`src/hdl/nbpua_pkg.sv`:
```
// shared types and constants for the nine-bit over parity uart adapter
package nbpua_pkg;

	// line parity modes, coded as on the transmit result
	typedef enum logic [1:0] {
		MODE_ODD   = 2'd0,
		MODE_EVEN  = 2'd1,
		MODE_SPACE = 2'd2,
		MODE_MARK  = 2'd3
	} mode_t;

	// escape tracking on the receive stream
	typedef enum logic [1:0] {
		MRK_IDLE = 2'd0,
		MRK_FF   = 2'd1,
		MRK_FF00 = 2'd2
	} marker_t;

	// transaction opcodes and result kinds
	localparam logic OP_RX   = 1'b0;
	localparam logic OP_TX   = 1'b1;
	localparam logic KIND_RX = 1'b0;
	localparam logic KIND_TX = 1'b1;

	// parity scheme register values
	localparam logic SCHEME_SPACE_MARK = 1'b0;
	localparam logic SCHEME_EVEN_ODD   = 1'b1;

	// marker bytes of the receive stream
	localparam logic [7:0] BYTE_ESC  = 8'hFF;
	localparam logic [7:0] BYTE_ZERO = 8'h00;

	// input transaction payload
	typedef struct packed {
		logic       opcode;
		logic [7:0] line_byte;
		logic [8:0] send_word;
	} in_item_t;

	// result transaction payload
	typedef struct packed {
		logic       result_kind;
		logic [8:0] rx_word;
		logic       rx_parity_error;
		logic       rx_malformed;
		logic [7:0] tx_byte;
		logic [1:0] tx_parity_mode;
		logic       mode_changed;
	} out_item_t;

	// state carried from one transaction to the next
	typedef struct packed {
		marker_t marker;
		mode_t   mode;
	} step_state_t;

	// idle mode that a scheme starts from
	function automatic mode_t idle_mode(input logic scheme);
		return (scheme == SCHEME_EVEN_ODD) ? MODE_EVEN : MODE_SPACE;
	endfunction

endpackage

```
`src/hdl/nbpua_if.sv`:
```
// valid/ready channel interfaces for input and result transactions
interface nbpua_in_if;
	logic                valid;
	logic                ready;
	nbpua_pkg::in_item_t item;

	modport source (output valid, output item, input ready);
	modport sink (input valid, input item, output ready);
endinterface

interface nbpua_out_if;
	logic                 valid;
	logic                 ready;
	nbpua_pkg::out_item_t item;

	modport source (output valid, output item, input ready);
	modport sink (input valid, input item, output ready);
endinterface

```
`src/hdl/nbpua_step.sv`:
```
// combinational decode/encode of one transaction against the current state
module nbpua_step (
	input  nbpua_pkg::in_item_t    item,
	input  logic                   scheme,
	input  nbpua_pkg::step_state_t cur,
	output nbpua_pkg::step_state_t nxt,
	output logic                   emit,
	output nbpua_pkg::out_item_t   result
);

	logic            byte_par;
	logic            err;
	logic            ninth;
	logic            malformed;
	nbpua_pkg::mode_t tx_mode;

	// parity of the received byte
	assign byte_par = ^item.line_byte;

	// mode that puts bit 8 of the send word on the line
	always_comb begin
		if (scheme == nbpua_pkg::SCHEME_EVEN_ODD) begin
			tx_mode = ((^item.send_word[7:0]) != item.send_word[8]) ?
				nbpua_pkg::MODE_ODD : nbpua_pkg::MODE_EVEN;
		end else begin
			tx_mode = item.send_word[8] ? nbpua_pkg::MODE_MARK : nbpua_pkg::MODE_SPACE;
		end
	end

	// rebuild the ninth bit from the current mode and the error flag
	always_comb begin
		case (cur.mode)
			nbpua_pkg::MODE_SPACE: ninth = err;
			nbpua_pkg::MODE_MARK:  ninth = ~err;
			nbpua_pkg::MODE_EVEN:  ninth = byte_par ^ err;
			default:               ninth = ~(byte_par ^ err);
		endcase
	end

	// next state of the escape tracker and the mode
	always_comb begin
		nxt = cur;
		if (item.opcode == nbpua_pkg::OP_TX) begin
			nxt.mode = tx_mode;
		end else begin
			unique case (cur.marker)
				nbpua_pkg::MRK_FF: begin
					nxt.marker = (item.line_byte == nbpua_pkg::BYTE_ZERO) ?
						nbpua_pkg::MRK_FF00 : nbpua_pkg::MRK_IDLE;
				end
				nbpua_pkg::MRK_FF00: begin
					nxt.marker = nbpua_pkg::MRK_IDLE;
				end
				default: begin
					nxt.marker = (item.line_byte == nbpua_pkg::BYTE_ESC) ?
						nbpua_pkg::MRK_FF : nbpua_pkg::MRK_IDLE;
				end
			endcase
		end
	end

	// result outputs per escape state
	always_comb begin
		emit      = 1'b1;
		err       = 1'b0;
		malformed = 1'b0;
		unique case (cur.marker)
			nbpua_pkg::MRK_FF: begin
				emit      = (item.line_byte != nbpua_pkg::BYTE_ZERO);
				malformed = (item.line_byte != nbpua_pkg::BYTE_ESC);
			end
			nbpua_pkg::MRK_FF00: begin
				err = 1'b1;
			end
			default: begin
				emit = (item.line_byte != nbpua_pkg::BYTE_ESC);
			end
		endcase
		if (item.opcode == nbpua_pkg::OP_TX) begin
			emit = 1'b1;
		end
	end

	// assemble the result transaction
	always_comb begin
		result = '0;
		if (item.opcode == nbpua_pkg::OP_TX) begin
			result.result_kind    = nbpua_pkg::KIND_TX;
			result.tx_byte        = item.send_word[7:0];
			result.tx_parity_mode = tx_mode;
			result.mode_changed   = (tx_mode != cur.mode);
		end else begin
			result.result_kind     = nbpua_pkg::KIND_RX;
			result.rx_word         = malformed ? 9'd0 : {ninth, item.line_byte};
			result.rx_parity_error = err;
			result.rx_malformed    = malformed;
		end
	end

endmodule

```
`src/hdl/nine_bit_over_parity_uart_adapter.sv`:
```
// Nine-bit word adapter for an eight-bit UART that carries bit 8 in the parity bit.
// Receive transactions take one byte of a parity-marked stream (FF 00 x flags a parity
// error on x, FF FF is a literal FF) and give a nine-bit word once a byte completes it;
// send transactions give the byte and parity mode to put on the line. One transaction
// is accepted every cycle while cmd.ready is high; each passes through an input register
// and then a result register, in which any result that it gives is held until it is
// taken by the receiver through res.ready. cmd.ready drops only when both registers are
// full and res.ready is low. Write cfg_wdata only while idle; a write also reloads the
// current mode with the scheme's idle mode.
module nine_bit_over_parity_uart_adapter (
	input  logic              clk,
	input  logic              arst_n,
	input  logic              cfg_we,
	input  logic              cfg_wdata,
	nbpua_in_if.sink          cmd,
	nbpua_out_if.source       res
);

	nbpua_pkg::in_item_t    item_s1;
	logic                   valid_s1;
	nbpua_pkg::step_state_t state_q;
	nbpua_pkg::step_state_t state_nxt;
	logic                   scheme_q;
	nbpua_pkg::out_item_t   res_item_q;
	logic                   res_valid_q;
	logic                   emit;
	nbpua_pkg::out_item_t   result;
	logic                   advance;

	// the stage moves on when the result register is free or being emptied
	assign advance   = !res_valid_q || res.ready;
	assign cmd.ready = !valid_s1 || advance;
	assign res.valid = res_valid_q;
	assign res.item  = res_item_q;

	// per-transaction logic
	nbpua_step u_step (
		.item   (item_s1),
		.scheme (scheme_q),
		.cur    (state_q),
		.nxt    (state_nxt),
		.emit   (emit),
		.result (result)
	);

	// input register
	always_ff @(posedge clk or negedge arst_n) begin
		if (!arst_n) begin
			valid_s1 <= 1'b0;
		end else if (cmd.ready) begin
			valid_s1 <= cmd.valid;
		end
	end

	always_ff @(posedge clk) begin
		if (cmd.ready && cmd.valid) begin
			item_s1 <= cmd.item;
		end
	end

	// scheme register and carried state
	always_ff @(posedge clk or negedge arst_n) begin
		if (!arst_n) begin
			scheme_q       <= nbpua_pkg::SCHEME_SPACE_MARK;
			state_q.marker <= nbpua_pkg::MRK_IDLE;
			state_q.mode   <= nbpua_pkg::MODE_SPACE;
		end else if (cfg_we) begin
			scheme_q     <= cfg_wdata;
			state_q.mode <= nbpua_pkg::idle_mode(cfg_wdata);
		end else if (valid_s1 && advance) begin
			state_q <= state_nxt;
		end
	end

	// result register
	always_ff @(posedge clk or negedge arst_n) begin
		if (!arst_n) begin
			res_valid_q <= 1'b0;
		end else if (advance) begin
			res_valid_q <= valid_s1 && emit;
		end
	end

	always_ff @(posedge clk) begin
		if (advance && valid_s1 && emit) begin
			res_item_q <= result;
		end
	end

endmodule

```
`src/flat_wrapper.sv`:
```
// flat-port wrapper written by rule: the top's interface ports become plain ports
module nine_bit_over_parity_uart_adapter_flat 
  (clk, arst_n, cfg_we, cfg_wdata, cmd_valid, cmd_item, cmd_ready, res_valid, res_item, res_ready);
  nbpua_in_if cmd_i ();
  nbpua_out_if res_i ();
  input  logic clk;
  input  logic arst_n;
  input  logic cfg_we;
  input  logic cfg_wdata;
  input wire logic [$bits(cmd_i.valid)-1:0] cmd_valid;
  input wire logic [$bits(cmd_i.item)-1:0] cmd_item;
  output wire logic [$bits(cmd_i.ready)-1:0] cmd_ready;
  output wire logic [$bits(res_i.valid)-1:0] res_valid;
  output wire logic [$bits(res_i.item)-1:0] res_item;
  input wire logic [$bits(res_i.ready)-1:0] res_ready;
  assign cmd_i.valid = cmd_valid;
  assign cmd_i.item = cmd_item;
  assign cmd_ready = cmd_i.ready;
  assign res_valid = res_i.valid;
  assign res_item = res_i.item;
  assign res_i.ready = res_ready;
  nine_bit_over_parity_uart_adapter u_core (.clk(clk), .arst_n(arst_n), .cfg_we(cfg_we), .cfg_wdata(cfg_wdata), .cmd(cmd_i), .res(res_i));
endmodule
```
`config.mk`:
```
export PLATFORM = sky130hd
export DESIGN_NAME = nine_bit_over_parity_uart_adapter_flat
export DESIGN_NICKNAME = d
export VERILOG_FILES = /design/src/hdl/nbpua_pkg.sv /design/src/hdl/nbpua_if.sv /design/src/hdl/nbpua_step.sv /design/src/hdl/nine_bit_over_parity_uart_adapter.sv /design/src/flat_wrapper.sv
export SDC_FILE = /design/constraint.sdc
export NUM_CORES = 1
export LEC_CHECK = 0
export ABC_CLOCK_PERIOD_IN_PS = 2400
export BUFFER_PORTS_ARGS = -buffer_cell sky130_fd_sc_hd__buf_2
export CORE_MARGIN = 3
export CORE_UTILIZATION = 30
export DETAILED_ROUTE_END_ITERATION = 10
export PLACE_DENSITY_LB_ADDON = 0.2
export SYNTH_ARGS = -nofsm -noshare
export SYNTH_HDL_FRONTEND = slang
export SYNTH_SLANG_ARGS = --single-unit
```
`constraint.sdc`:
```
create_clock -name clk -period 2.4 [get_ports clk]
set_clock_uncertainty 0.1 [all_clocks]
set_input_delay 0.12 -clock clk [delete_from_list [all_inputs] [get_ports clk]]
set_output_delay 0.12 -clock clk [all_outputs]
set_load 0.01 [all_outputs]
```
Word-level counts from Yosys, hierarchy flattened
Index checks and enable logic that the tools add are counted.

Output and inout port bits: 25. Bits of input ports: 24. Register bits after elaboration: 48. Logic and storage cells: 62.

Eq/ne operators: 9. Reductions and logical operators: 17. Multiplexer cells: 16. Bitwise operators: 5.

Operator list (count): XOR reduction 8 bit (2); 2-to-1 mux 2 bit (6); equality test 8 bit, second input constant (1); zero test 8 bit (1); inequality test 8 bit, second input constant (1); nonzero test 8 bit (1); 2-to-1 mux 1 bit (7); equality test 2 bit, second input constant (3); equality test 2 x 1 -> 1 bit, second input constant (2); logical AND 1 bit (4); NOT 1 bit (4); case mux 2 bit (2 select lines) (1); nonzero test 2 bit (2); case mux 1 bit (3 select lines) (1); AND reduction 3 bit (1); zero test 1 bit (2); logical OR 1 bit (2); inequality test 2 bit (1); case mux 1 bit (2 select lines) (1); AND reduction 2 bit (1); OR reduction 2 bit (1); inequality test 1 bit (1); bitwise XOR 1 bit (1).

Logic depth before layout (Yosys ltp)
Gate-level depths: netlist of the first run.

Depth in word-level cells: 7. Mapped depth: 7.

Modules after synthesis
Synthesis of the first run repeated with hierarchy kept, for this count alone.

Cell total of the unflattened synthesis: 150. Area total of the unflattened synthesis: 2098.3 sq um.

Modules (own cells, without submodules): nine_bit_over_parity_uart_adapter (cells an instance 68, instances 1, area each 1546.5 sq um); nbpua_step (cells an instance 82, instances 1, area each 551.8 sq um).

Worst setup path after synthesis of the first run
Ideal clock, no wire load.

Kind: reg-to-reg. Start: register u_core.state_q[2] (netlist name). End: register u_core.res_item_q, in the netlist u_core.res.item[0] (enable). Slack: -0.021 ns. Path buffers: 0. Library setup time: 0.403 ns. Data arrival time: 1.919 ns. Clock period less this slack: 2.421 ns. Data required time: 1.897 ns. Cell stages (with the launch flop): 8. Path through: dfrtp_1 > inv_1 > ha_1 > inv_1 > nor2_1 > nor2_1 > nor2_1 > nor2_1.

Word-level cells in the longest chain between the ends: 4. Elaborated cells on any way between the ends: 5.

Ends and longest elaborated chain: from (decl) (line nine_bit_over_parity_uart_adapter.sv:21) `nbpua_pkg::step_state_t state_q;`; from (signal assigned) (line nine_bit_over_parity_uart_adapter.sv:71) `state_q <= state_nxt;`; equality test 2 bit / equality test 2 x 1 -> 1 bit (equally long branches) (line nbpua_step.sv:67) `unique case (cur.marker)`; case mux 1 bit (2 select lines) * (line nbpua_step.sv:67); 2-to-1 mux 1 bit * (line nbpua_step.sv:79) `if (item.opcode == nbpua_pkg::OP_TX) begin`; logical AND 1 bit * (line nine_bit_over_parity_uart_adapter.sv:85) `if (advance && valid_s1 && emit) begin`; to (signal assigned) (line nine_bit_over_parity_uart_adapter.sv:86) `res_item_q <= result;`; to (decl) (line nine_bit_over_parity_uart_adapter.sv:24) `nbpua_pkg::out_item_t res_item_q;`.

Every way passes the cells marked *; elsewhere a longest branch is shown, timed or not. A chain may end at the register's enable or synchronous reset.

Worst setup path after layout of the first run
Start: register u_core.item_s1[15] (netlist name). End: register u_core.res_item_q, in the netlist u_core.res.item[7] (enable).

Word-level cells in the longest chain between the ends: 4. Elaborated cells on any way between the ends: 5.

Ends and longest elaborated chain: from (decl) (line nine_bit_over_parity_uart_adapter.sv:19) `nbpua_pkg::in_item_t item_s1;`; from (signal assigned) (line nine_bit_over_parity_uart_adapter.sv:57) `item_s1 <= cmd.item;`; inequality test 8 bit / nonzero test 8 bit (equally long branches) (line nbpua_step.sv:76, nbpua_step.sv:69); case mux 1 bit (2 select lines) * (line nbpua_step.sv:67); 2-to-1 mux 1 bit * (line nbpua_step.sv:79); logical AND 1 bit * (line nine_bit_over_parity_uart_adapter.sv:85).

Marked as above.

==> run metrics, run 1 <==
P_leak=~1.1 nW; vias per inst=about 4.2; max cap viols=0; headroom to the max-slew limit=0.6330; clk_lat worst skew=0.30 ns; syn_nets=182; share of cells above drive strength 1=0.2795; GRT Overall Usage=0.1042; Most Crowded Layer GR=met2; Fin Setup TNS=0 ns; gpl congestion=about 0.70; min-delay src=res_ready; vias in the first global route=1308; Site Rows=29; port buffer count=48; CP arrival=1.94 ns; top cells by area, synth=edfxtp_1 60%, dfrtp_1 7.3%, ha_1 6.1%; Critical R2R Launch=u_core.item_s1[15]; die area=a little under 0.008 mm2; initial core utilization=0.3177; FF-to-FF setup slack=roughly 0.37 ns; crit-path max FO=16; Residual DRC=0; Tmin final=2.030 ns; Via Count=between 1000 and 1500; Worst setup startpoint=u_core.item_s1[15]; die width=~89 um; M3 GR Usage=0.02857; CP endpoint kind=flop; placed cells=between 200 and 300; clock root cell=clkbuf_8; H-tree levels=2; Layout Nets=262; VDD IR max=between 0.00015 and 0.0002 V; Iter 0 DRT Violations=47; core region area=0.006495 mm2; post-synth cell types=30; Cell Area, Synth=approximately 0.0021 mm2; part of the Yosys area used for sequential elements=0.6822; clock buffer depth=2; area leader, netlist=edfxtp_1; Pre-Repair DR Iteration Count=4; leading cell type in the layout, fill and taps excluded=buf_2; Mapped Cells=about 150; Post-DP HPWL=about 2.7 mm; DRT antenna net count=0; ANT cells=0; met2 Use GR=0.1660; worst-margin pin slew=approximately 0.55 ns; Routed WL=between 3 and 4 mm; RSZ-0062 raised after global routing=false; power per cell area=657.3 mW/mm2; Slew Limit Fails=0; Clk pin slew, worst setup/hold paths=0.09 ns; initial antenna violation count=0; CTS tree=built; Ys Warns=0; CP Launch Type=flop; Syn Area/Cell=13.94 um2; Area Growth Syn to Fin=32.75%; Hold Fails Final Rpt=0; Avg WL per Cell=12.13 um; first-pass GRT wire length=6.127 mm; Worst Path Required=2.31 ns; total congestion overflow=0; CTS buffer count=5; Vert. Die Dim=a little under 90 um; outcome=completed; non-filler cells, final=306; IO Count=roughly 50; most frequent cells in the layout=48 x buf_2, 41 x edfxtp_1, 21 x dlygate4sd3_1, 16 x and2_1, 15 x inv_1; worst setup path category=reg2reg; Setup Buffers After CTS=0; synthesized flop and latch total=48; worst hold path type=in2reg; Final Setup Violations=0; largest net degree at the start of global routing=19; Yosys top cell area share=0.5967; met1 GRT Util=0.1356; Final Cycle Share=0.8460; Pwr Total=around 1.8 mW; CTS sink count=between 40 and 50; achievable clock frequency=about 490 MHz
-- cell usage after synthesis, drive strengths merged --
| master | number |
|---|---|
| and2 | 17 |
| nand2b | 3 |
| nor2 | 8 |
| a31oi | 1 |
| or3 | 2 |
| a221oi | 1 |
| a211oi | 1 |
| dfrtp | 6 |
| nand2 | 5 |
| o41ai | 1 |
| a21o | 1 |
| a2111oi | 1 |
| clkbuf | 1 |
| nand3 | 3 |
| edfxtp | 41 |
| mux2 | 1 |
| o21ai | 5 |
| nor2b | 1 |
| a21oi | 2 |
| nor3 | 1 |
| nand4 | 2 |
| and3 | 2 |
| dfstp | 1 |
| xnor2 | 11 |
| xor2 | 2 |
| ha | 10 |
| inv | 15 |
| nand3b | 2 |
| or3b | 1 |
-- power by group --
part           internal, mW  switching, mW  leakage, nW
clock                 0.201          0.271       0.0378
sequential            0.998         0.0355        0.488
combinational         0.140          0.155        0.624
total                  1.34          0.461         1.15
-- layout make-up --
type                       count  area, um2
inverter                      15      56.30
tap                           77      96.34
fill                         628       3756
sequential                    48       1408
timing repair buffer          74      488.0
clock buffer                   5      68.82
multi-input combinational     84      603.1
clock inverter                 3      18.77
-- final timing paths --
check / end / cells past startpoint
max: u_core.res.item[7] / 7
min: u_core.valid_s1 / 3
max reg2reg: u_core.res.item[7] / 7
min reg2reg: u_core.state_q[3] / 2
max in group asynchronous: u_core.state_q[1] / 2
min in group asynchronous: u_core.state_q[3] / 2
-- worst max-delay path: stages (launching register included) --
cell	delay [ns]
edfxtp_1	0.42
ha_1	0.22
nand4_1	0.13
nor2_1	0.07
nor2_1	0.10
nor2_1	0.08
nor2_4	0.38
buf_4	0.26
-- sequential cells by signal, indices dropped and copies added (netlist names) --
signal,count
u_core.item_s1,18
u_core.state_q,4
u_core.valid_s1,1
u_core.scheme_q,1
u_core.res.valid,1
u_core.res.item,23
-- logic make-up (layout without fill, tap and decap cells) --
| logic type | after synthesis | count (layout) | share of synthesized area |
|---|---|---|---|
| AOI/OAI and AO/OA | 13 | 13 | 0.04003 |
| xor gates and xnor gates | 13 | 13 | 0.05519 |
| adders and majority gates | 10 | 10 | 0.06064 |
| buffers and inverters | 16 | 97 | 0.02910 |
| DFF | 48 | 48 | 0.6822 |
| muxes | 1 | 1 | 0.005457 |
| and+or+nand+nor | 47 | 47 | 0.1273 |
-- per-layer routing --
| layer | vias to the layer above | part of all wire | wire length, um |
|---|---|---|---|
| met5 | - | 0 | 0 |
| met4 | 0 | 0.016 | 60 |
| met3 | 5 | 0.046 | 169 |
| met2 | 35 | 0.48 | 1785 |
| met1 | 582 | 0.46 | 1697 |
| li1 | 673 | - | - |
-- metrics by stage --
| step | setup slack, ns | hold WS (ns) | cell area, um2 | utilization |
|---|---|---|---|---|
| 2_1_floorplan | 0.3546 | -0.2756 | 2066 | - |
| 3_3_place_gp | 0.08326 | -0.1243 | 2436 | 0.3751 |
| 3_5_place_dp | 0.05102 | -0.1311 | 2436 | 0.3751 |
| 4_1_cts | 0.03586 | 0.01607 | 2734 | 0.4209 |
| 5_1_grt | 0.1870 | 0.04243 | 2739 | 0.4217 |
| 6_report | 0.3695 | 0.01894 | 2739 | 0.4217 |
-- repair_timing --
item | CTS | global route
resized for setup | 0 | 1
hold buffers | 21 | 0
setup endpoints to repair | 0 | 8
endpoints found under the hold margin | 27 | 0
Power figures use the tool's default switching activity.
==> run 2, diff against run 1 <==
--- a/config.mk
+++ b/config.mk
@@ -5,7 +5,8 @@
 export SDC_FILE = /design/constraint.sdc
 export NUM_CORES = 1
 export LEC_CHECK = 0
-export ABC_CLOCK_PERIOD_IN_PS = 2400
+export ABC_AREA = 1
+export ABC_CLOCK_PERIOD_IN_PS = 2090
 export BUFFER_PORTS_ARGS = -buffer_cell sky130_fd_sc_hd__buf_2
 export CORE_MARGIN = 3
 export CORE_UTILIZATION = 30
==> constraint.sdc (replaced) <==
create_clock -name clk -period 2.09 [get_ports clk]
set_clock_uncertainty 0.1 [all_clocks]
set_input_delay 0.1045 -clock clk [delete_from_list [all_inputs] [get_ports clk]]
set_output_delay 0.1045 -clock clk [all_outputs]
set_load 0.01 [all_outputs]
==> run metrics, run 2 <==
vias in the first global route=1565 (+20%); Pre-Repair DR Iteration Count=4 (unchanged); clk_lat worst skew=0.29 ns (about the same); die width=90.35 um (+1.6%); non-filler cells, final=376 (+23%); clock root cell=clkbuf_8; DRT antenna net count=0 (unchanged); clock buffer depth=2 (unchanged); max cap viols=0 (unchanged); largest net degree at the start of global routing=24 (+5); initial antenna violation count=0 (unchanged); CTS tree=built; Final Util=0.4174 (-0.004292); Avg WL per Cell=10.73 um (-12%); Slowest cell on crit path=dfrtp_1; Post-DP HPWL=2.935 mm (+9.4%); H-tree levels=2 (unchanged); cell with the most instances after synthesis=nand2_1; ANT cells=0 (unchanged); Final Cycle Share=0.8560 (+0.009974); CP arrival=1.69 ns (-0.25 ns); Tmin final=1.789 ns (-0.2414 ns); Mapped Cells=198 (+34%); most frequent cells in the layout=52 x nand2_1, 48 x buf_2, 41 x edfxtp_1, 37 x inv_1, 24 x dlygate4sd3_1; worst hold path type=in2async; Worst Path Buf+Inv=3 (+2); first-pass GRT wire length=7.038 mm (+15%); worst-margin pin slew=0.5231 ns (-0.02740 ns); Fillers=701 (+12%); multi-input logic area=576.8 um2 (-4.4%); part of the Yosys area used for sequential elements=0.6594 (-0.02279); worst hold slack=0.06388 ns (+0.04494 ns); design area=0.002851 mm2 (+4.1%); CP endpoint kind=flop; initial core utilization=0.3125 (-0.005211); Hold Fails Final Rpt=0 (unchanged); P_leak=1.363 nW (+19%); IO Count=49 (unchanged); Routed WL=4.036 mm (+8.7%); Clk pin slew, worst setup/hold paths=0.09 ns (about the same); CP Launch Type=flop; Syn Area/Cell=10.78 um2 (-23%); achievable clock frequency=559.0 MHz (+13%); GRT Overall Usage=0.1088 (+0.004633); outcome=completed; gpl congestion=0.7960 (+14%); Yosys top cell area share=0.5768 (-0.01994); Synth top cells by count=52 x nand2_1, 41 x edfxtp_1, 37 x inv_1; area leader, netlist=edfxtp_1; Vert. Die Dim=90.35 um (+1.6%); Residual DRC=0 (unchanged); Post-synth ARST share=0.1458 (unchanged); CTS buffer count=5 (unchanged); Layout Nets=313 (+19%); crit-path max cell delay=0.35 ns (-0.07 ns); worst setup path category=reg2reg; power per cell area=852.6 mW/mm2 (+30%); post-synth cell types=20 (-33%); synthesized flop and latch total=48 (unchanged); Worst Path Required=1.99 ns (-0.32 ns); cells along the critical path=inv_1 > ha_1 > inv_1 > nor2_1 > a31oi_1 > nor2_1 > nor2_4 > buf_12; Area Growth Syn to Fin=33.59%; syn_nets=232 (+27%); Cell Area, Synth=0.002135 mm2 (+3.5%); register area=0.001408 mm2 (unchanged); Top FF cell, synth=edfxtp_1; Site Rows=30 (+3.4%); crit-path max FO=23 (+7); Setup Buffers After CTS=0 (unchanged); Fin Setup TNS=0 ns (unchanged); placed cells=344 (+24%); VDD IR max=0.0004238 V (+120%); EDFF count, synth=41 (unchanged); post_cts resized=0 (unchanged); headroom to the max-slew limit=0.6513 (+0.01827); die area=0.008163 mm2 (+3.2%); CTS sink count=48 (unchanged); port buffer count=48 (unchanged); total congestion overflow=0 (unchanged); RSZ-0062 raised after global routing=false; Slew Limit Fails=0 (unchanged); Iter 0 DRT Violations=59 (+26%); Final Setup Violations=0 (unchanged); Area after DPL=0.002526 mm2 (+3.7%); core region area=0.006832 mm2 (+5.2%); Via Count=1514 (+17%); max FFs per register=23 (unchanged); top cells by area, synth=edfxtp_1 58%, nand2_1 9.1%, dfrtp_1 7.0%; Ys Warns=0 (unchanged); vias per inst=4.027 (-4.9%); leading cell type in the layout, fill and taps excluded=nand2_1; share of cells above drive strength 1=0.2286 (-0.05090); top cell family by delay on the critical path=flip-flops
[run 2: path summary, 6_finish.rpt]
check | start | to | slack (ns) | cells after the start
worst max-delay path | u_core.state_q[2] | u_core.res.item[11] | 0.30 | 8
worst min-delay path | arst_n | u_core.state_q[0] | 0.06 | 2
worst max register to register | u_core.state_q[2] | u_core.res.item[11] | 0.30 | 8
worst min register to register | u_core.state_q[1] | u_core.state_q[1] | 0.40 | 2
max in group asynchronous | arst_n | u_core.state_q[1] | 1.60 | 2
min in group clk | u_core.state_q[1] | u_core.state_q[1] | 0.40 | 2
[run 2: cell families after synthesis]
family / synth area share
XOR/XNOR: 0.02051
buffers and inverters: 0.07386
AO/OA/AOI/OAI: 0.02286
adder cells (fa/ha/maj): 0.05862
flip-flops: 0.6594
AND/OR/NAND/NOR: 0.1647
[run 2: per-stage QoR]
step	power (mW)	worst slack, ns
global route	2.603	0.1674
CTS	2.474	0.2891
floorplan	1.636	0.2371
detailed placement	1.889	0.2979
global placement	1.885	0.3305
finish	2.431	0.3009
[run 2: what timing repair did]
action / 4_1_cts / 5_1_grt
hold endpoints to repair: 30 / 0
setup endpoints to repair: 0 / 0
hold buffers: 24 / 0
[run 2: area by class of cell]
class                           count  share of cell area
Sequential cell                    48              0.4936
Multi-Input combinational cell    110              0.2023
Timing Repair Buffer               75              0.1808
Inverter                           39             0.05134
Tap cell                           96             0.04212
Clock buffer                        7             0.02677
Clock inverter                      1            0.003072
[run 2: report_power, final]
group / switching, mW / total (mW) / internal (mW)
combinational: 0.317 / 0.559 / 0.241
sequential: 0.0780 / 1.33 / 1.25
clock: 0.306 / 0.545 / 0.240
[run 2: routing by layer]
metal	vias to the layer above	GRT usage	wire length, um
met1	671	0.1338	1834
met4	0	0.04592	89
met2	40	0.1761	1874
li1	794	-	-
met3	9	0.03500	238
met5	-	0	0
[run 2: worst register-to-register path, stage by stage, from the launching register on]
cell	delay, ns
dfrtp_1	0.35
inv_1	0.05
ha_1	0.30
inv_1	0.08
nor2_1	0.06
a31oi_1	0.15
nor2_1	0.10
nor2_4	0.14
buf_12	0.18
==> run 3, diff against run 2 <==
--- a/config.mk
+++ b/config.mk
@@ -14,4 +14,5 @@
 export PLACE_DENSITY_LB_ADDON = 0.2
 export SYNTH_ARGS = -nofsm -noshare
 export SYNTH_HDL_FRONTEND = slang
+export SYNTH_HIERARCHICAL = 1
 export SYNTH_SLANG_ARGS = --single-unit
==> run metrics, run 3 <==
outcome=completed; clk_lat worst skew=0.30 ns (about the same); met2 Use GR=0.1844 (+0.008314); CP Launch Type=flop; CTS sink count=48 (unchanged); Layout Nets=323 (+3.2%); post-synth cell types=22 (+10%); Worst R2R End=u_core/res.item[3]; P_leak=1.436 nW (+5.3%); crit-path max cell delay=0.38 ns (+0.03 ns); Post-synth ARST share=0.1458 (unchanged); vias per inst=4.036 (+0.24%); worst-margin pin slew=0.2847 ns (-0.2385 ns); min-delay src=cfg_we; ANT cells=0 (unchanged); power per cell area=791.9 mW/mm2 (-7.1%); CP arrival=1.74 ns (+0.05 ns); share of cells above drive strength 1=0.2414 (+0.01281); top cells by area, synth=edfxtp_1 56%, nand2_1 11%, dfrtp_1 6.8%; Vert. Die Dim=91.48 um (+1.3%); IO Count=49 (unchanged); vias in the first global route=1609 (+2.8%); initial core utilization=0.3157 (+0.003221); Final Setup Violations=0 (unchanged); Avg WL per Cell=10.88 um (+1.3%); die area=0.008369 mm2 (+2.5%); Cells on Worst Hold Path=4; Routed WL=4.198 mm (+4.0%); Via Count=1558 (+2.9%); met1 GRT Util=0.1337 (-0.0001488); reg2reg path depth=8 (unchanged); part of the Yosys area used for sequential elements=0.6421 (-0.01731); cell repeated most along the worst path=inv_1; Synth top cells by count=62 x nand2_1, 41 x edfxtp_1, 38 x inv_1; cell with the most instances after synthesis=nand2_1; Worst Path Buf+Inv=4 (+1); headroom to the max-slew limit=0.8098 (+0.1585); Cell Area, Synth=0.002192 mm2 (+2.7%); Post-DP HPWL=3.144 mm (+7.1%); Setup Buffers After CTS=0 (unchanged); CTS tree=built; Yosys top cell area share=0.5616 (-0.01514); initial antenna violation count=0 (unchanged); Hold Path Sink=u_core/state_q[1]; Fin Setup TNS=0 ns (unchanged); GRT Overall Usage=0.1098 (+0.0009704); synthesized flop and latch total=48 (unchanged); CTS buffer count=5 (unchanged); Critical R2R Launch=u_core/state_q[2]; RSZ-0062 raised after global routing=false; die width=91.48 um (+1.3%); worst hold path type=in2reg; Pwr Total=2.323 mW (-4.4%); Most Crowded Layer GR=met2; FF-to-FF setup slack=0.25 ns (-0.05 ns); top cell family by delay on the critical path=buffers and inverters; area leader, netlist=edfxtp_1; port buffer count=48 (unchanged); M3 GR Usage=0.02983 (-0.005174); most frequent cells in the layout=62 x nand2_1, 48 x buf_2, 41 x edfxtp_1, 38 x inv_1, 22 x dlygate4sd3_1; Syn Area/Cell=10.49 um2 (-2.7%); max cap viols=0 (unchanged); core region area=0.006944 mm2 (+1.6%); Slew Limit Fails=0 (unchanged); syn_nets=243 (+4.7%); Final Cycle Share=0.8797 (+0.02372); Pre-Repair DR Iteration Count=4 (unchanged); total congestion overflow=0 (unchanged); Hold Fails Final Rpt=0 (unchanged); Site Rows=30 (unchanged); Mapped Cells=209 (+5.6%); Clk pin slew, worst setup/hold paths=0.10 ns (about the same); worst setup path category=reg2reg; Top FF cell, synth=edfxtp_1; EDFF count, synth=41 (unchanged); Ys Warns=6 (+6); Iter 0 DRT Violations=48 (-19%); Worst Path Required=2.00 ns (about the same); first-pass GRT wire length=7.245 mm (+2.9%); Residual DRC=0 (unchanged); Slowest cell on crit path=dfrtp_1; Area Growth Syn to Fin=33.85%; achievable clock frequency=543.9 MHz (-2.7%); Tmin final=1.839 ns (+0.04958 ns); clock buffer depth=2 (unchanged); cells along the critical path=inv_1 > ha_1 > inv_1 > nor2_1 > o21ai_0 > inv_1 > nor2_4 > buf_12; DRT antenna net count=0 (unchanged); leading cell type in the layout, fill and taps excluded=nand2_1; gpl congestion=0.8326 (+4.6%); H-tree levels=2 (unchanged); crit-path max FO=19 (-17%); clock root cell=clkbuf_8; largest net degree at the start of global routing=20 (-17%); max FFs per register=23 (unchanged); CP endpoint kind=flop; VDD IR max=0.0002789 V (-34%)
run 3: cell count changes after synthesis, sizes merged, moves of 2 or more:
| cell | change |
|---|---|
| xor2 | +2 |
| a21oi | -2 |
| nor3 | -3 |
| nand2 | +11 |
| nand4 | +2 |
run 3: through the flow:
stage	area [um2]	hold WS (ns)	setup slack (ns)	cells	utilization
floorplan	2200	-0.2911	0.1810	209	-
global placement	2599	-0.1459	0.3034	356	0.3742
detailed placement	2599	-0.1432	0.2650	356	0.3742
CTS	2934	0.01179	0.2400	386	0.4225
global route	2934	0.04877	0.04060	386	0.4225
finish	2934	0.02056	0.2514	386	0.4225
run 3: worst max path at each step:
stage,endpoint,from,cells past startpoint
floorplan,u_core/res.item[0],u_core/state_q[2],7
global placement,u_core/res.item[8],u_core/state_q[2],8
detailed placement,u_core/res.item[8],u_core/state_q[2],8
CTS,u_core/res.item[4],u_core/state_q[2],8
global route,u_core/res.item[10],u_core/state_q[2],8
finish,u_core/res.item[3],u_core/state_q[2],8
run 3: cell families after synthesis:
group / after synthesis / share of synthesized area
compound gates: 8 / 0.02283
xor+xnor: 6 / 0.02398
fa+ha+maj: 10 / 0.05708
buf+inv: 41 / 0.07192
flops: 48 / 0.6421
simple gates: 96 / 0.1821
run 3: cell type report:
| type | count | area (um2) |
|---|---|---|
| Fill cell | 689 | 4010 |
| Sequential cell | 48 | 1408 |
| Multi-Input combinational cell | 120 | 634.4 |
| Timing Repair Buffer | 75 | 510.5 |
| Inverter | 39 | 146.4 |
| Tap cell | 96 | 120.1 |
| Clock buffer | 5 | 68.82 |
| Clock inverter | 3 | 46.29 |
run 3: per-layer routing:
metal | vias to the layer above | share of wire
li1 | 824 | -
met1 | 694 | 0.43
met2 | 34 | 0.50
met3 | 6 | 0.051
met4 | 0 | 0.017
met5 | - | 0
run 3: worst register-to-register path: stages (launching register included):
cell     delay (ns)
dfrtp_1        0.38
inv_1          0.06
ha_1           0.31
inv_1          0.08
nor2_1         0.05
o21ai_0        0.15
inv_1          0.10
nor2_4         0.14
buf_12         0.17
run 3: power breakdown:
part / internal, mW / switching [mW] / total [mW]
Sequential: 1.17 / 0.0533 / 1.23
Combinational: 0.187 / 0.235 / 0.422
Clock: 0.360 / 0.316 / 0.676
Total: 1.72 / 0.604 / 2.32
run 3: repair_timing:
item / in CTS / in global routing
endpoints found under the hold margin: 27 / 0
hold buffers: 22 / 0
resized for setup: 0 / 0
setup endpoints to repair: 0 / 0
